`config.mk`:
```
export PLATFORM = sky130hd
export DESIGN_NAME = obd_mode01_response_filter_flat
export DESIGN_NICKNAME = d
export VERILOG_FILES = /design/src/hdl/obd_m01_pkg.sv /design/src/hdl/obd_m01_if.sv /design/src/hdl/obd_m01_chk.sv /design/src/hdl/obd_m01_core.sv /design/src/hdl/obd_mode01_response_filter.sv /design/src/flat_wrapper.sv
export SDC_FILE = /design/constraint.sdc
export NUM_CORES = 1
export LEC_CHECK = 0
export ABC_AREA = 1
export BUFFER_PORTS_ARGS = -buffer_cell sky130_fd_sc_hd__buf_2
export CORE_MARGIN = 2
export CORE_UTILIZATION = 58
export CTS_BUF_LIST = sky130_fd_sc_hd__clkbuf_16
export DETAILED_ROUTE_END_ITERATION = 12
export PLACE_DENSITY = 0.85
export SLEW_MARGIN = 0
export SYNTH_ARGS = -nofsm -noshare
export SYNTH_HDL_FRONTEND = slang
export SYNTH_SLANG_ARGS = --single-unit
```
`constraint.sdc`:
```
create_clock -name clk_i -period 8.9 [get_ports clk_i]
set_clock_uncertainty 0.2 [all_clocks]
set_input_delay 0.445 -clock clk_i [delete_from_list [all_inputs] [get_ports clk_i]]
set_output_delay 0.445 -clock clk_i [all_outputs]
set_load 0.02 [all_outputs]
```
`src/hdl/obd_m01_pkg.sv`:
```
// Shared types and constants for the Mode 01 request/response filter.
// No dependencies; used by the frame checker, the core, the top level and the testbench.
package obd_m01_pkg;

  localparam int unsigned CfgIdxW  = 2;
  localparam int unsigned CfgDataW = 11;

  // Configuration register indexes
  localparam logic [CfgIdxW-1:0] CFG_TIMEOUT   = 2'd0;
  localparam logic [CfgIdxW-1:0] CFG_REQ_ID    = 2'd1;
  localparam logic [CfgIdxW-1:0] CFG_RSP_LOW   = 2'd2;
  localparam logic [CfgIdxW-1:0] CFG_RSP_HIGH  = 2'd3;

  // Configuration reset values
  localparam logic [9:0]  TIMEOUT_RST  = 10'd80;
  localparam logic [10:0] REQ_ID_RST   = 11'h7DF;
  localparam logic [10:0] RSP_LOW_RST  = 11'h7E8;
  localparam logic [10:0] RSP_HIGH_RST = 11'h7EF;

  // Protocol bytes
  localparam logic [7:0] REQ_BYTE0  = 8'h02;
  localparam logic [7:0] REQ_BYTE1  = 8'h01;
  localparam logic [7:0] REPLY_MODE = 8'h41;
  localparam logic [3:0] SF_TYPE    = 4'h0;
  localparam logic [2:0] MAX_BYTES  = 3'd4;
  localparam logic [3:0] MAX_DLC    = 4'd8;
  localparam logic [3:0] REPLY_HDR  = 4'd3;
  localparam logic [3:0] SF_HDR     = 4'd2;

  typedef enum logic [1:0] {
    FUNC_START = 2'd0,
    FUNC_FRAME = 2'd1,
    FUNC_TICK  = 2'd2
  } func_e;

  typedef enum logic [2:0] {
    EV_REQUEST  = 3'd0,
    EV_IGNORED  = 3'd1,
    EV_ACCEPTED = 3'd2,
    EV_TIMEOUT  = 3'd3,
    EV_NOTHING  = 3'd4
  } event_e;

  typedef struct packed {
    logic [1:0]  func;
    logic [7:0]  pid;
    logic [2:0]  required_bytes;
    logic [10:0] frame_id;
    logic        frame_extended;
    logic        frame_remote;
    logic [3:0]  frame_length;
    logic [63:0] frame_data;
  } item_t;

  typedef struct packed {
    event_e      event_res;
    logic [10:0] tx_id;
    logic [63:0] tx_payload;
    logic [10:0] ecu_id;
    logic [31:0] reply_data;
  } result_t;

  typedef struct packed {
    logic [9:0]  timeout_ticks;
    logic [10:0] request_id;
    logic [10:0] response_id_low;
    logic [10:0] response_id_high;
  } cfg_t;

  // Wait context the frame checker needs from the core
  typedef struct packed {
    logic [7:0]  pending_pid;
    logic [2:0]  pending_bytes;
    logic        ecu_latched;
    logic [10:0] latched_ecu_id;
  } wait_ctx_t;

  typedef struct packed {
    logic        ok;
    logic [31:0] reply_data;
  } chk_t;

endpackage

```
`src/hdl/obd_m01_if.sv`:
```
// Valid/ready channel interfaces for the input and result words.
// Depends on nothing; field names follow the filter's item and result layout.
interface obd_m01_in_if;
  logic        valid;
  logic        ready;
  logic [1:0]  func;
  logic [7:0]  pid;
  logic [2:0]  required_bytes;
  logic [10:0] frame_id;
  logic        frame_extended;
  logic        frame_remote;
  logic [3:0]  frame_length;
  logic [63:0] frame_data;

  modport source (output valid, func, pid, required_bytes, frame_id, frame_extended,
                  frame_remote, frame_length, frame_data, input ready);
  modport sink (input valid, func, pid, required_bytes, frame_id, frame_extended,
                frame_remote, frame_length, frame_data, output ready);
endinterface

interface obd_m01_out_if;
  logic        valid;
  logic        ready;
  logic [2:0]  event_res;
  logic [10:0] tx_id;
  logic [63:0] tx_payload;
  logic [10:0] ecu_id;
  logic [31:0] reply_data;

  modport source (output valid, event_res, tx_id, tx_payload, ecu_id, reply_data,
                  input ready);
  modport sink (input valid, event_res, tx_id, tx_payload, ecu_id, reply_data,
                output ready);
endinterface

```
`src/hdl/obd_m01_chk.sv`:
```
// Received-frame checker: frame kind, ID window, ECU match, lengths, mode and PID.
// Also extracts the reply data bytes. Depends on obd_m01_pkg.
module obd_m01_chk (
  input  obd_m01_pkg::item_t     item_i,
  input  obd_m01_pkg::cfg_t      cfg_i,
  input  obd_m01_pkg::wait_ctx_t ctx_i,
  output obd_m01_pkg::chk_t      chk_o
);

  logic [7:0] b0, b1, b2;
  logic [3:0] dlc;
  logic [3:0] need_len;
  logic [3:0] need_sf;
  logic       std_data;
  logic       in_window;
  logic       ecu_match;

  assign b0 = item_i.frame_data[63:56];
  assign b1 = item_i.frame_data[55:48];
  assign b2 = item_i.frame_data[47:40];

  assign dlc      = (item_i.frame_length > obd_m01_pkg::MAX_DLC) ? obd_m01_pkg::MAX_DLC
                                                                 : item_i.frame_length;
  assign need_len = obd_m01_pkg::REPLY_HDR + {1'b0, ctx_i.pending_bytes};
  assign need_sf  = obd_m01_pkg::SF_HDR + {1'b0, ctx_i.pending_bytes};

  assign std_data  = !item_i.frame_extended && !item_i.frame_remote;
  assign in_window = (item_i.frame_id >= cfg_i.response_id_low) &&
                     (item_i.frame_id <= cfg_i.response_id_high);
  assign ecu_match = !ctx_i.ecu_latched || (item_i.frame_id == ctx_i.latched_ecu_id);

  always_comb begin
    chk_o.ok = std_data && in_window && ecu_match &&
               (dlc >= need_len) &&
               (b0[7:4] == obd_m01_pkg::SF_TYPE) &&
               (b0[3:0] >= need_sf) &&
               (b1 == obd_m01_pkg::REPLY_MODE) &&
               (b2 == ctx_i.pending_pid);
    // keep only the bytes the request asked for, first byte on top
    unique case (ctx_i.pending_bytes)
      3'd1:    chk_o.reply_data = {item_i.frame_data[39:32], 24'd0};
      3'd2:    chk_o.reply_data = {item_i.frame_data[39:24], 16'd0};
      3'd3:    chk_o.reply_data = {item_i.frame_data[39:16], 8'd0};
      3'd4:    chk_o.reply_data = item_i.frame_data[39:8];
      default: chk_o.reply_data = '0;
    endcase
  end

endmodule

```
`src/hdl/obd_m01_core.sv`:
```
// Wait-state machine and result register of the Mode 01 filter.
// Depends on obd_m01_pkg and instantiates obd_m01_chk.
module obd_m01_core (
  input  logic                  clk_i,
  input  logic                  rst_ni,
  input  obd_m01_pkg::cfg_t     cfg_i,
  input  logic                  item_valid_i,
  output logic                  item_ready_o,
  input  obd_m01_pkg::item_t    item_i,
  output logic                  res_valid_o,
  input  logic                  res_ready_i,
  output obd_m01_pkg::result_t  res_o
);

  logic                   waiting_q, waiting_d;
  logic [9:0]             elapsed_q, elapsed_d;
  obd_m01_pkg::wait_ctx_t ctx_q, ctx_d;
  obd_m01_pkg::result_t   res_q, res_d;
  logic                   res_valid_q;
  obd_m01_pkg::chk_t      chk;
  logic                   accept;
  logic [9:0]             elapsed_inc;

  obd_m01_chk u_chk (
    .item_i (item_i),
    .cfg_i  (cfg_i),
    .ctx_i  (ctx_q),
    .chk_o  (chk)
  );

  assign item_ready_o = !res_valid_q || res_ready_i;
  assign accept       = item_valid_i && item_ready_o;
  assign elapsed_inc  = elapsed_q + 10'd1;

  always_comb begin
    waiting_d = waiting_q;
    elapsed_d = elapsed_q;
    ctx_d     = ctx_q;
    res_d     = '0;
    res_d.event_res = obd_m01_pkg::EV_NOTHING;
    unique case (item_i.func)
      obd_m01_pkg::FUNC_START: begin
        ctx_d.pending_pid   = item_i.pid;
        ctx_d.pending_bytes = (item_i.required_bytes > obd_m01_pkg::MAX_BYTES)
                              ? obd_m01_pkg::MAX_BYTES : item_i.required_bytes;
        elapsed_d        = '0;
        waiting_d        = 1'b1;
        res_d.event_res  = obd_m01_pkg::EV_REQUEST;
        res_d.tx_id      = cfg_i.request_id;
        res_d.tx_payload = {obd_m01_pkg::REQ_BYTE0, obd_m01_pkg::REQ_BYTE1, item_i.pid, 40'd0};
      end
      obd_m01_pkg::FUNC_FRAME: begin
        if (waiting_q && chk.ok) begin
          // first good reply picks the ECU for good
          if (!ctx_q.ecu_latched) begin
            ctx_d.ecu_latched    = 1'b1;
            ctx_d.latched_ecu_id = item_i.frame_id;
          end
          waiting_d        = 1'b0;
          res_d.event_res  = obd_m01_pkg::EV_ACCEPTED;
          res_d.ecu_id     = item_i.frame_id;
          res_d.reply_data = chk.reply_data;
        end else begin
          res_d.event_res = obd_m01_pkg::EV_IGNORED;
        end
      end
      obd_m01_pkg::FUNC_TICK: begin
        if (waiting_q) begin
          if (elapsed_inc >= cfg_i.timeout_ticks) begin
            waiting_d       = 1'b0;
            elapsed_d       = '0;
            res_d.event_res = obd_m01_pkg::EV_TIMEOUT;
          end else begin
            elapsed_d = elapsed_inc;
          end
        end
      end
      default: ;
    endcase
  end

  always_ff @(posedge clk_i or negedge rst_ni) begin
    if (!rst_ni) begin
      waiting_q   <= 1'b0;
      elapsed_q   <= '0;
      ctx_q       <= '0;
      res_valid_q <= 1'b0;
    end else begin
      if (accept) begin
        waiting_q <= waiting_d;
        elapsed_q <= elapsed_d;
        ctx_q     <= ctx_d;
      end
      if (item_ready_o) begin
        res_valid_q <= item_valid_i;
      end
    end
  end

  always_ff @(posedge clk_i) begin
    if (accept) begin
      res_q <= res_d;
    end
  end

  assign res_valid_o = res_valid_q;
  assign res_o       = res_q;

endmodule

```
`src/hdl/obd_mode01_response_filter.sv`:
```
// Top level of the Mode 01 request/response filter: configuration registers,
// input register and the core. Depends on obd_m01_pkg, obd_m01_if.sv and obd_m01_core.
//
//   channel  | direction | word
//   ---------+-----------+--------------------------------------------------
//   in_i     | sink      | func, pid, required_bytes, frame fields
//   out_o    | source    | event_res, tx_id, tx_payload, ecu_id, reply_data
//   cfg_*    | write     | cfg_idx_i selects register, cfg_wdata_i value
//
// One word in and one word out per cycle while out_o is ready; each result passes the
// input register, then the result register behind the checks.
// Reset clears the wait state, the latched ECU and both valid flags, and loads the
// register defaults. A stalled result holds while an empty input register takes a word.
module obd_mode01_response_filter (
  input  logic                                 clk_i,
  input  logic                                 rst_ni,
  obd_m01_in_if.sink                           in_i,
  obd_m01_out_if.source                        out_o,
  input  logic                                 cfg_we_i,
  input  logic [obd_m01_pkg::CfgIdxW-1:0]      cfg_idx_i,
  input  logic [obd_m01_pkg::CfgDataW-1:0]     cfg_wdata_i
);

  obd_m01_pkg::cfg_t    cfg_q;
  obd_m01_pkg::item_t   item_q, item_d;
  obd_m01_pkg::result_t res;
  logic                 item_valid_q;
  logic                 core_ready;
  logic                 res_valid;

  always_ff @(posedge clk_i or negedge rst_ni) begin
    if (!rst_ni) begin
      cfg_q.timeout_ticks    <= obd_m01_pkg::TIMEOUT_RST;
      cfg_q.request_id       <= obd_m01_pkg::REQ_ID_RST;
      cfg_q.response_id_low  <= obd_m01_pkg::RSP_LOW_RST;
      cfg_q.response_id_high <= obd_m01_pkg::RSP_HIGH_RST;
    end else if (cfg_we_i) begin
      unique case (cfg_idx_i)
        obd_m01_pkg::CFG_TIMEOUT:  cfg_q.timeout_ticks    <= cfg_wdata_i[9:0];
        obd_m01_pkg::CFG_REQ_ID:   cfg_q.request_id       <= cfg_wdata_i;
        obd_m01_pkg::CFG_RSP_LOW:  cfg_q.response_id_low  <= cfg_wdata_i;
        obd_m01_pkg::CFG_RSP_HIGH: cfg_q.response_id_high <= cfg_wdata_i;
        default: ;
      endcase
    end
  end

  assign item_d.func           = in_i.func;
  assign item_d.pid            = in_i.pid;
  assign item_d.required_bytes = in_i.required_bytes;
  assign item_d.frame_id       = in_i.frame_id;
  assign item_d.frame_extended = in_i.frame_extended;
  assign item_d.frame_remote   = in_i.frame_remote;
  assign item_d.frame_length   = in_i.frame_length;
  assign item_d.frame_data     = in_i.frame_data;

  // input register advances whenever it is empty or the core takes its word
  assign in_i.ready = !item_valid_q || core_ready;

  always_ff @(posedge clk_i or negedge rst_ni) begin
    if (!rst_ni) begin
      item_valid_q <= 1'b0;
    end else if (in_i.ready) begin
      item_valid_q <= in_i.valid;
    end
  end

  always_ff @(posedge clk_i) begin
    if (in_i.ready && in_i.valid) begin
      item_q <= item_d;
    end
  end

  obd_m01_core u_core (
    .clk_i        (clk_i),
    .rst_ni       (rst_ni),
    .cfg_i        (cfg_q),
    .item_valid_i (item_valid_q),
    .item_ready_o (core_ready),
    .item_i       (item_q),
    .res_valid_o  (res_valid),
    .res_ready_i  (out_o.ready),
    .res_o        (res)
  );

  assign out_o.valid      = res_valid;
  assign out_o.event_res  = res.event_res;
  assign out_o.tx_id      = res.tx_id;
  assign out_o.tx_payload = res.tx_payload;
  assign out_o.ecu_id     = res.ecu_id;
  assign out_o.reply_data = res.reply_data;

endmodule

```
`src/flat_wrapper.sv`:
```
// flat-port wrapper written by rule: the top's interface ports become plain ports
module obd_mode01_response_filter_flat 
  (clk_i, rst_ni, cfg_we_i, cfg_idx_i, cfg_wdata_i, in_i_valid, in_i_func, in_i_pid, in_i_required_bytes, in_i_frame_id, in_i_frame_extended, in_i_frame_remote, in_i_frame_length, in_i_frame_data, in_i_ready, out_o_valid, out_o_event_res, out_o_tx_id, out_o_tx_payload, out_o_ecu_id, out_o_reply_data, out_o_ready);
  obd_m01_in_if in_i_i ();
  obd_m01_out_if out_o_i ();
  input  logic clk_i;
  input  logic rst_ni;
  input  logic cfg_we_i;
  input  logic [obd_m01_pkg::CfgIdxW-1:0] cfg_idx_i;
  input  logic [obd_m01_pkg::CfgDataW-1:0] cfg_wdata_i;
  input wire logic [$bits(in_i_i.valid)-1:0] in_i_valid;
  input wire logic [$bits(in_i_i.func)-1:0] in_i_func;
  input wire logic [$bits(in_i_i.pid)-1:0] in_i_pid;
  input wire logic [$bits(in_i_i.required_bytes)-1:0] in_i_required_bytes;
  input wire logic [$bits(in_i_i.frame_id)-1:0] in_i_frame_id;
  input wire logic [$bits(in_i_i.frame_extended)-1:0] in_i_frame_extended;
  input wire logic [$bits(in_i_i.frame_remote)-1:0] in_i_frame_remote;
  input wire logic [$bits(in_i_i.frame_length)-1:0] in_i_frame_length;
  input wire logic [$bits(in_i_i.frame_data)-1:0] in_i_frame_data;
  output wire logic [$bits(in_i_i.ready)-1:0] in_i_ready;
  output wire logic [$bits(out_o_i.valid)-1:0] out_o_valid;
  output wire logic [$bits(out_o_i.event_res)-1:0] out_o_event_res;
  output wire logic [$bits(out_o_i.tx_id)-1:0] out_o_tx_id;
  output wire logic [$bits(out_o_i.tx_payload)-1:0] out_o_tx_payload;
  output wire logic [$bits(out_o_i.ecu_id)-1:0] out_o_ecu_id;
  output wire logic [$bits(out_o_i.reply_data)-1:0] out_o_reply_data;
  input wire logic [$bits(out_o_i.ready)-1:0] out_o_ready;
  assign in_i_i.valid = in_i_valid;
  assign in_i_i.func = in_i_func;
  assign in_i_i.pid = in_i_pid;
  assign in_i_i.required_bytes = in_i_required_bytes;
  assign in_i_i.frame_id = in_i_frame_id;
  assign in_i_i.frame_extended = in_i_frame_extended;
  assign in_i_i.frame_remote = in_i_frame_remote;
  assign in_i_i.frame_length = in_i_frame_length;
  assign in_i_i.frame_data = in_i_frame_data;
  assign in_i_ready = in_i_i.ready;
  assign out_o_valid = out_o_i.valid;
  assign out_o_event_res = out_o_i.event_res;
  assign out_o_tx_id = out_o_i.tx_id;
  assign out_o_tx_payload = out_o_i.tx_payload;
  assign out_o_ecu_id = out_o_i.ecu_id;
  assign out_o_reply_data = out_o_i.reply_data;
  assign out_o_i.ready = out_o_ready;
  obd_mode01_response_filter u_core (.clk_i(clk_i), .rst_ni(rst_ni), .in_i(in_i_i), .out_o(out_o_i), .cfg_we_i(cfg_we_i), .cfg_idx_i(cfg_idx_i), .cfg_wdata_i(cfg_wdata_i));
endmodule
```
==> results of run 1 <==
==> per-layer routing <==
metal	GRT usage	share of wire	vias up
met4	0.09737	0.035	0
met2	0.4666	0.54	274
met1	0.2918	0.37	3503
met3	0.03900	0.053	57
met5	0	0	-
li1	-	-	3488
==> area by class of cell <==
type / count / area (um2) / area share
inverters: 138 / 519.2 / 0.04065
flip-flops and latches: 231 / 6578 / 0.5149
multi-input cells: 543 / 2894 / 0.2266
well taps: 225 / 281.5 / 0.02204
repair buffers: 264 / 1779 / 0.1393
clock inverters: 16 / 91.34 / 0.007151
clock buffers: 25 / 625.6 / 0.04898
diodes: 2 / 5.005 / 0.0003918
==> path summary, 6_finish.rpt <==
check	start	to	slack (ns)
max	u_core.u_core.elapsed_q[2]$_DFFE_PN0P_	u_core.u_core.elapsed_q[2]$_DFFE_PN0P_	5.68
min	cfg_wdata_i[9]	u_core.cfg_q[9]$_DFFE_PN1P_	0.07
max reg2reg	u_core.u_core.elapsed_q[2]$_DFFE_PN0P_	u_core.u_core.elapsed_q[2]$_DFFE_PN0P_	5.68
min reg2reg	u_core.item_q[81]$_DFFE_PP_	u_core.u_core.ctx_q[12]$_DFFE_PN0P_	0.27
max in group asynchronous	rst_ni	u_core.u_core.ctx_q[12]$_DFFE_PN0P_	7.41
min in group asynchronous	rst_ni	u_core.u_core.ctx_q[4]$_DFFE_PN0P_	0.46
==> where the power goes <==
part	total [W]	internal [W]	leakage, nW	switching, W
clock	0.000932	0.000531	0.376	0.000401
combinational	0.000542	0.000189	3.14	0.000353
sequential	0.00137	0.00130	2.44	0.0000709
total	0.00285	0.00202	5.96	0.000825
==> through the flow <==
stage                     std cells  worst slack [ns]  hold slack, ns  instance area (um2)  utilization
after floorplan                 989             5.765        -0.05059                10510            -
after global placement         1311             5.862          0.2423                11150       0.6424
after detailed placement       1311             5.674          0.2498                11150       0.6424
after CTS                      1442             5.659         0.05136                12770       0.7357
after global routing           1444             5.351         0.07535                12770       0.7359
final                          1444             5.683         0.06732                12770       0.7359
==> cell families after synthesis <==
family                   count (synthesis)
AND/OR/NAND/NOR                        330
flip-flops                             231
buffers and inverters                  215
AO/OA/AOI/OAI                           91
adder cells (fa/ha/maj)                 48
XOR/XNOR                                20
other                                    1
==> flip-flops by register name (all words and copies together) (netlist names) <==
register	cells
u_core.cfg_q	43
u_core.item_q	86
u_core.u_core.elapsed_q	10
u_core.item_valid_q	1
u_core.u_core.ctx_q	23
u_core.u_core.waiting_q	1
u_core.u_core.res_valid_o	1
u_core.u_core.res_o	66
==> critical path, cell delays in order, from the launching register on <==
cell and delay [ns]:
dfrtp_1 0.39, inv_1 0.07, nor3_1 0.30, nand3_1 0.18, nor3_2 0.18, nand3_1 0.14, xor2_1 0.21, inv_1 0.07
ha_1 0.31, a21oi_1 0.15, o21a_1 0.13, nand4_1 0.16, nor3_1 0.39, nand3_1 0.14, o21ai_0 0.11
==> placed cells by master, fill, tap and decap left out, types with 3 or more instances in the layout <==
| cell type | instances |
|---|---|
| o211ai_1 | 3 |
| conb_1 | 54 |
| clkbuf_16 | 25 |
| nand2_1 | 184 |
| nor3b_1 | 14 |
| o22ai_1 | 4 |
| clkinv_2 | 3 |
| nand3_1 | 21 |
| xnor2_1 | 10 |
| a21oi_1 | 16 |
| dlygate4sd3_1 | 90 |
| ha_1 | 48 |
| o21ai_0 | 63 |
| nor3_1 | 3 |
| nor2_1 | 77 |
| dfstp_2 | 29 |
| nand3b_1 | 4 |
| clkinv_1 | 6 |
| xor2_1 | 10 |
| dfrtp_1 | 50 |
| inv_1 | 142 |
| buf_4 | 3 |
| buf_2 | 171 |
| edfxtp_1 | 152 |
| nand4_1 | 17 |
==> what timing repair did <==
action                    4_1_cts  5_1_grt
hold buffers                   90        0
resized for setup               0        0
hold endpoints to repair      139        0
==> summary.md, run 1 <==
• completed — outcome
• 470 — DRC marker count from the first detailed-route iteration
• 0 — max cap viols
• 0 — number of warnings printed during yosys synthesis
• 0.01031 mm2 — cell area after synthesis
• 0.1394 — simple-gate share of the synthesized area
• simple AND/OR/NAND/NOR gates — main combinational cell family by area after synthesis
• 14 — worst reg2reg path depth
• 0.01736 mm2 — area of the placeable core
• 0 — antenna violation net count after detailed routing
• 0 — post-route DRC violation count
• 9.12 ns — Req. time, crit path
• 0.1579 mV — Peak supply drop
• 0 — Setup-failing EPs final
• 0 — fraction of synthesized area in multiplexers
• 137.3 um — height of the die
• 3 — maximum net fanout on the critical path
• 0.2516 — overall routing resource usage
• 172 — total of buffers placed on input and output ports
• 5.071 — drt via density
• edfxtp_1 — library cell with the largest summed area after synthesis
• 80 — maximum number of pins on one net before global-route repair
• edfxtp_1 — Top FF cell, synth
• 0.05825 — post-synthesis share of cell area spent on full adders, half adders and majority gates
• 0.8251 — last weighted congestion value of the routability-driven placer
• 23.90% — layout-stage area growth over the synthesis result
• nand2_1 — cell with the most instances after synthesis
• clkbuf_16 — library cell used as clock root buffer
• 223.0 mW/mm2 — cell area power density
• 5 — first-pass iteration count of the detailed router
• 24 — cts bufs inserted
• 231 — number of sinks handled by clock tree synthesis
• false — setup repair after global routing missed its margin
• 2 — initial antenna violation count
• 7379 — via count of the first global-routing pass
• 3 — cell depth of the worst hold path
• reg -> reg — kind of critical path
• 0.06 ns — Clock Pin Slew Worst Setup and Hold Paths
• 936 — cells after synthesis
• 310.8 MHz — Max Fclk
• 0 ns — Total Negative Setup Slacks
• 0.04636 — complex-gate fraction of the synthesized area
• 0.5940 — initial core utilization
• in -> reg — kind of path behind the tightest hold check
• 0.1997 — proportion of layout cells with a drive suffix above 1
• 16.23 um — routed length per placed instance
• 235 — num ports
• edfxtp_1, dfrtp_1, dfstp_2 — top post-synthesis cells by area
• 0.3615 — share of the clock period used by the worst path after layout
• 3.217 ns — post-layout min period
• 0.3420 — fraction of registers with async set/reset
• 0.3349 — Slew HR
• 0.01699 — parity-gate share of the synthesized area counting xor and xnor cells
• 1362 — Final Net Count
• 1 — CTS HTree Levels
• 0.9977 ns — Slew @ Worst Pin
• 0 — number of hold-slack violations in the final timing report
• flip-flop — kind of start point of the critical path
• 11.01 um2 — average cell area after synthesis
• 48 — row cnt
• 0 — final max-slew violation count
• flip-flop — Critical Path End Type
• yes — CTS tree
• 7322 — via count
• 0 — number of post-CTS setup repair buffers
• 35 — Distinct cells, synth
• 1105 — Fill cells
• 3 — Max Root-Sink Buffers
• 0.002849 W — Pwr Total
• 152 — count of flip-flops with a built-in enable after synthesis
• nand2_1, edfxtp_1, inv_1 — synth cell count leaders
• 0.4427 — area fraction of the dominant cell type after synthesis
• 137.3 um — Die X-Extent
• 0.01886 mm2 — Die ar.
• 5.956 nW — Lkg Pwr
• 14390 um — placed wire-length estimate after detailed placement
• 0 — global route total overflow
• 0.6380 — sequential cell area fraction in the yosys report
• 0.52 ns — clock insertion delay at the later pin of the skew report
• 36490 um — first-pass GRT wire length
• 23440 um — total detailed-routing wirelength
• 3.44 ns — worst path arrival time
• 231 — number of synthesized register bits
Note: power is estimated with default switching activity, not from simulation.
==> run 2: changes to the inputs <==
- CORE_UTILIZATION: 58 -> 49
- PLACE_DENSITY: 0.85 -> 0.76
- clock period: 8.9 -> 2.9 ns (I/O delays scaled with it)
==> run 2 against run 1 <==
Net effect: clock-buffer cell count increased by 1; hold slack improved by 0.058 ns; via count increased by 0.30%; critical path type unchanged.
==> summary.md, run 2 (same netlist as run 1, synthesis figures left out) <==
• 14590 um — placed wire-length estimate after detailed placement
• 80 — maximum number of pins on one net before global-route repair
• 0.009179 W — Pwr Total
• 0 ns — Total Negative Setup Slacks
• 3 — Max Root-Sink Buffers
• 0.006551 W — P_int
• 0 — number of hold-slack violations in the final timing report
• 86 — flip-flop count of the largest register, all copies and words added
• 0.06 ns — Clock Pin Slew Worst Setup and Hold Paths
• 1398 — Final Net Count
• 449 — DRC marker count from the first detailed-route iteration
• 0 — global route total overflow
• clkbuf_16 — library cell used as clock root buffer
• 25 — cts bufs inserted
• true — setup repair after global routing missed its margin
• 35540 um — first-pass GRT wire length
• 7226 — via count of the first global-routing pass
• 149.1 um — height of the die
• 172 — total of buffers placed on input and output ports
• 1531 — Non-Filler Instances
• 0 — Setup-failing EPs final
• 0.2341 — proportion of layout cells with a drive suffix above 1
• 0.3142 — Slew HR
• flip-flop — Critical Path End Type
• 0.8280 — last weighted congestion value of the routability-driven placer
• 0 — antenna violation net count after detailed routing
• 0.458 — fraction of power consumed by sequential logic
• 0 — diode count
• 0.5954 mV — Peak supply drop
• 235 — num ports
• 0.2036 — overall routing resource usage
• 0.002628 W — switching power
• 347.2 MHz — Max Fclk
• 0 — initial antenna violation count
• 1377 — number of cells in the design after placement
• 0.348 — clock network fraction of design power
• 3 — maximum net fanout on the critical path
• 0.9931 — share of the clock period used by the worst path after layout
• 2.94 ns — worst path arrival time
• 0 — final max-slew violation count
• 0.02 ns — reg-to-reg setup timing slack
• 53 — row cnt
• 0.2863 — switch share
• reg -> reg — kind of critical path
• 23330 um — total detailed-routing wirelength
• 2.96 ns — Req. time, crit path
• -0.1745 ns — pre-CTS worst setup slack
• 0.02222 mm2 — Die ar.
• 0.02006 ns — min setup slack post-route
• 231 — number of sinks handled by clock tree synthesis
• 7344 — via count
• 6.176 nW — Lkg Pwr
• in -> reg — kind of path behind the tightest hold check
• 0.02082 mm2 — area of the placeable core
• 2 — cell depth of the worst hold path
• yes — CTS tree
• 2.880 ns — post-layout min period
• 0.6421 — final design utilization
• 15.24 um — routed length per placed instance
• completed — outcome
• 14 — worst reg2reg path depth
• 29.68% — layout-stage area growth over the synthesis result
• 4.797 — drt via density
• 0.4951 — initial core utilization
• 5 — first-pass iteration count of the detailed router
• 0.53 ns — clock insertion delay at the later pin of the skew report
• 1.029 ns — Slew @ Worst Pin
• flip-flop — kind of start point of the critical path
• 0.194 — fraction of power consumed by combinational cells
• 686.5 mW/mm2 — cell area power density
• u_core.item_q — largest reg by FF count
• 1 — CTS HTree Levels
• 0 — post-route DRC violation count
• nand2_1, buf_2, edfxtp_1, inv_1, dlygate4sd3_1 — commonest non-fill, non-tap cells in the layout
• nand2_1 — most common cell after layout, fill and taps aside
• 0 — max cap viols
• 149.1 um — Die X-Extent
-- run 2: changes by cell type in the layout (fill, tap and decap cells not counted), sizes merged --
cell | previous run | this run
buf | 174 | 198
dlygate4sd3 | 90 | 100
bufinv | 1 | 3
clkinvlp | 0 | 2
diode | 2 | 0
inv | 144 | 142
clkbuf | 25 | 26
clkinv | 9 | 10
nand2 | 185 | 186
-- run 2: routing by layer --
| metal | part of all wire | GRT usage | vias to the layer above |
|---|---|---|---|
| li1 | - | - | 3565 |
| met1 | 0.40 | 0.2451 | 3496 |
| met2 | 0.53 | 0.3728 | 226 |
| met3 | 0.045 | 0.03028 | 57 |
| met4 | 0.031 | 0.07048 | 0 |
| met5 | 0 | 0 | - |
-- run 2: final cells by class --
type | instances | area, um2
Multi-Input combinational cell | 544 | 3013
Fill cell | 1564 | 7452
Tap cell | 275 | 344.1
Clock buffer | 26 | 650.6
Timing Repair Buffer | 298 | 2085
Inverter | 138 | 523.0
Sequential cell | 231 | 6578
Clock inverter | 19 | 177.7
-- run 2: worst paths after layout --
| check | start | endpoint |
|---|---|---|
| worst max-delay path | u_core.u_core.elapsed_q[0]$_DFFE_PN0P_ | u_core.u_core.res_o[118]$_DFFE_PP_ |
| worst min-delay path | in_i_frame_remote | u_core.item_q[68]$_DFFE_PP_ |
| worst max register to register | u_core.u_core.elapsed_q[0]$_DFFE_PN0P_ | u_core.u_core.res_o[118]$_DFFE_PP_ |
| worst min register to register | u_core.item_q[82]$_DFFE_PP_ | u_core.u_core.ctx_q[13]$_DFFE_PN0P_ |
| max in group asynchronous | rst_ni | u_core.u_core.ctx_q[19]$_DFFE_PN0P_ |
| min in group asynchronous | rst_ni | u_core.cfg_q[15]$_DFFE_PN0P_ |
-- run 2: critical path, cell delays in order, from the launching register on --
cell      delay, ns
dfrtp_1        0.38
ha_2           0.21
nand3_1        0.11
nand3b_1       0.23
nor3_2         0.16
xor2_1         0.24
ha_1           0.32
nand2_4        0.09
nor2_4         0.04
o211ai_1       0.10
nand4_1        0.22
nand2_1        0.14
inv_2          0.05
nand3_2        0.06
o31ai_1        0.08
-- run 2: timing repair --
item | 4_1_cts | 5_1_grt
endpoints found under the hold margin | 181 | 0
hold buffers | 100 | 0
setup buffers | 0 | 8
pin swaps | 1 | 8
setup endpoints to repair | 12 | 36
gates cloned | 0 | 1
resized for setup | 3 | 22
-- run 2: through the flow --
step | area (um2) | hold slack, ns
final | 13370 | 0.1253
after floorplan | 10510 | -0.3506
after global routing | 13370 | 0.1150
after global placement | 11360 | 0.1219
after detailed placement | 11360 | 0.1231
after CTS | 13200 | 0.1077
-- run 2: power by group through the flow --
stage               sequential [W]  clock (W)  combinational, W
floorplan                  0.00436          0          0.000969
global placement           0.00424          0           0.00149
detailed placement         0.00426          0           0.00156
CTS                        0.00420    0.00325           0.00168
global route               0.00425    0.00340           0.00198
finish                     0.00421    0.00320           0.00178
==> run 3: changes to the inputs <==
- CORE_UTILIZATION: 49 -> 41
- PLACE_DENSITY: 0.76 -> 0.66
- SETUP_SLACK_MARGIN: unset -> 0.4
==> run 3 against run 2 <==
Net effect: global-route usage decreased by 2.6 points; largest power group unchanged; die area rose by 19%; non-clock buffer count is 34 higher.
==> summary.md, run 3 (same netlist as run 1, synthesis figures left out) <==
• 25 — cts bufs inserted
• 235 — num ports
• 0.5473 mV — Peak supply drop
• completed — outcome
• 0.06 ns — Clock Pin Slew Worst Setup and Hold Paths
• 3 — maximum net fanout on the critical path
• cfg_we_i — start point of the worst min-delay path
• 162.6 um — Die X-Extent
• buf_2 — most common cell after layout, fill and taps aside
• in -> reg — kind of path behind the tightest hold check
• u_core.u_core.elapsed_q[0]$_DFFE_PN0P_ — worst reg2reg path endpoint
• 0.02496 mm2 — area of the placeable core
• 2043 — Fill cells
• 4.591 — drt via density
• 0.3277 — proportion of layout cells with a drive suffix above 1
• 0 — global route total overflow
• 0.02643 mm2 — Die ar.
• 162.6 um — height of the die
• 15 — worst reg2reg path depth
• 350 — DRC marker count from the first detailed-route iteration
• 0.9649 — share of the clock period used by the worst path after layout
• 14820 um — placed wire-length estimate after detailed placement
• 58 — row cnt
• 172 — total of buffers placed on input and output ports
• 0 — post-route DRC violation count
• 1 — CTS HTree Levels
• buf_6 -> ha_4 -> nand3_2 -> nand3b_1 -> nor3_2 -> xor2_1 -> ha_1 -> nand2_2 -> nor2_2 -> o211ai_1 -> nand4_1 -> nor3_2 -> buf_4 -> nand3_1 -> o21ai_1 — worst-path cell chain
• 0.1019 ns — min setup slack post-route
• 24130 um — total detailed-routing wirelength
• 14.88 um — routed length per placed instance
• 6.459 nW — Lkg Pwr
• 0.9427 ns — Slew @ Worst Pin
• 3.04 ns — worst path arrival time
• 0.52 ns — clock insertion delay at the later pin of the skew report
• buf_2, nand2_1, edfxtp_1, inv_1, dlygate4sd3_1 — commonest non-fill, non-tap cells in the layout
• flip-flop — Critical Path End Type
• 0 — Setup-failing EPs final
• 4 — first-pass iteration count of the detailed router
• 0.8013 — last weighted congestion value of the routability-driven placer
• 0.3716 — Slew HR
• 0.007070 ns — pre-CTS worst setup slack
• 0 — number of hold-slack violations in the final timing report
• true — setup repair after global routing missed its margin
• 231 — number of sinks handled by clock tree synthesis
• 0 — antenna violation net count after detailed routing
• 0.1082 ns — Fin Hold WS
• yes — CTS tree
• 1 — initial antenna violation count
• 3.14 ns — Req. time, crit path
• 36940 um — first-pass GRT wire length
• 1432 — Final Net Count
• 0.1776 — overall routing resource usage
• 39.85% — layout-stage area growth over the synthesis result
• dfrtp_1 — crit path max-delay cell type
• 0 — final max-slew violation count
• 7447 — via count
• 357.4 MHz — Max Fclk
• 3 — cell depth of the worst hold path
• 0.10 ns — reg-to-reg setup timing slack
• 7377 — via count of the first global-routing pass
• 663.9 mW/mm2 — cell area power density
• u_core.cfg_q[37]$_DFFE_PN1P_ — capture endpoint of the worst hold path
• u_core.item_q — largest reg by FF count
• 3 — Max Root-Sink Buffers
• flip-flop — kind of start point of the critical path
• 0 — max cap viols
• 0.40 ns — largest incremental delay on the critical path
• clkbuf_16 — library cell used as clock root buffer
• 86 — flip-flop count of the largest register, all copies and words added
• u_core.u_core.elapsed_q[0]$_DFFE_PN0P_ — Reg2Reg Launch Point
• 73 — maximum number of pins on one net before global-route repair
• 2.798 ns — post-layout min period
• reg -> reg — kind of critical path
• nor3_2 — cell repeated most along the worst path
• 0.4130 — initial core utilization
-- run 3: changes by cell type in the layout (fill, tap and decap cells not counted), moves of 6 or more --
cell     previous run  this run
buf_4              25        39
buf_6               0        14
ha_1               45        34
ha_4                2        14
nand2_1           181       162
nand2_2             1        19
nand3_1            19        13
nor2_1             76        44
nor2_2              1        12
nor2_4              2        23
nor3b_1            14         0
nor3b_2             2        13
-- run 3: metal layers --
| layer | part of all wire | vias up | global-route usage |
|---|---|---|---|
| li1 | - | 3627 | - |
| met3 | 0.052 | 66 | 0.03234 |
| met4 | 0.039 | 0 | 0.07321 |
| met5 | 0 | - | 0 |
| met1 | 0.40 | 3532 | 0.2125 |
| met2 | 0.51 | 222 | 0.3162 |
-- run 3: per-stage QoR --
step | setup TNS [ns] | std cells | instance area, um2 | power (W) | util
after floorplan | 0 | 989 | 10570 | 0.005344 | -
after global placement | 0 | 1436 | 11530 | 0.005798 | 0.4617
after detailed placement | 0 | 1436 | 11530 | 0.005860 | 0.4617
after CTS | 0 | 1609 | 13880 | 0.009453 | 0.5561
after global routing | -0.4575 | 1622 | 14420 | 0.01005 | 0.5776
final | 0 | 1622 | 14420 | 0.009573 | 0.5776
-- run 3: what timing repair did --
action                                  CTS  global route
resized for setup                        55           110
buffers inserted                         23             9
endpoints found under the setup margin   69            69
hold buffers                            102             0
hold endpoints to repair                181             0
cloned                                    2             3
pin swaps                                26            25
-- run 3: final cells by class --
cell class,instances,area [um2],share of cell area
diodes,1,2.502,0.0001736
clock buffers,26,650.6,0.04512
well taps,330,412.9,0.02864
repair buffers,332,2450,0.1699
flip-flops and latches,231,6579,0.4563
multi-input cells,544,3591,0.2490
inverters,138,525.5,0.03645
clock inverters,20,207.7,0.01440
-- run 3: where the power goes --
group	switching (W)	leakage, nW	internal [W]
clock network	0.00130	0.429	0.00199
registers	0.000202	2.44	0.00400
logic	0.00128	3.59	0.000807
-- run 3: worst max path at each step --
stage,from,to,slack [ns],cells past startpoint
2_1_floorplan,u_core.u_core.elapsed_q[2]$_DFFE_PN0P_,u_core.u_core.res_o[118]$_DFFE_PP_,0.36,15
3_3_place_gp,u_core.u_core.elapsed_q[1]$_DFFE_PN0P_,u_core.u_core.elapsed_q[1]$_DFFE_PN0P_,0.11,16
3_5_place_dp,u_core.u_core.elapsed_q[0]$_DFFE_PN0P_,u_core.u_core.elapsed_q[0]$_DFFE_PN0P_,0.007,16
4_1_cts,u_core.u_core.elapsed_q[0]$_DFFE_PN0P_,u_core.u_core.elapsed_q[0]$_DFFE_PN0P_,0.04,15
5_1_grt,u_core.u_core.elapsed_q[0]$_DFFE_PN0P_,u_core.u_core.elapsed_q[9]$_DFFE_PN0P_,-0.09,14
6_report,u_core.u_core.elapsed_q[0]$_DFFE_PN0P_,u_core.u_core.elapsed_q[0]$_DFFE_PN0P_,0.10,15
-- run 3: worst max-delay path, delay by kind of cell, from the launching register on --
kind / cells / cell delay (ns)
AO/OA/AOI/OAI: 2 / 0.16
XOR/XNOR: 1 / 0.23
adder cells (fa/ha/maj): 2 / 0.41
buffers and inverters: 2 / 0.28
flip-flops: 1 / 0.40
AND/OR/NAND/NOR: 8 / 1.04
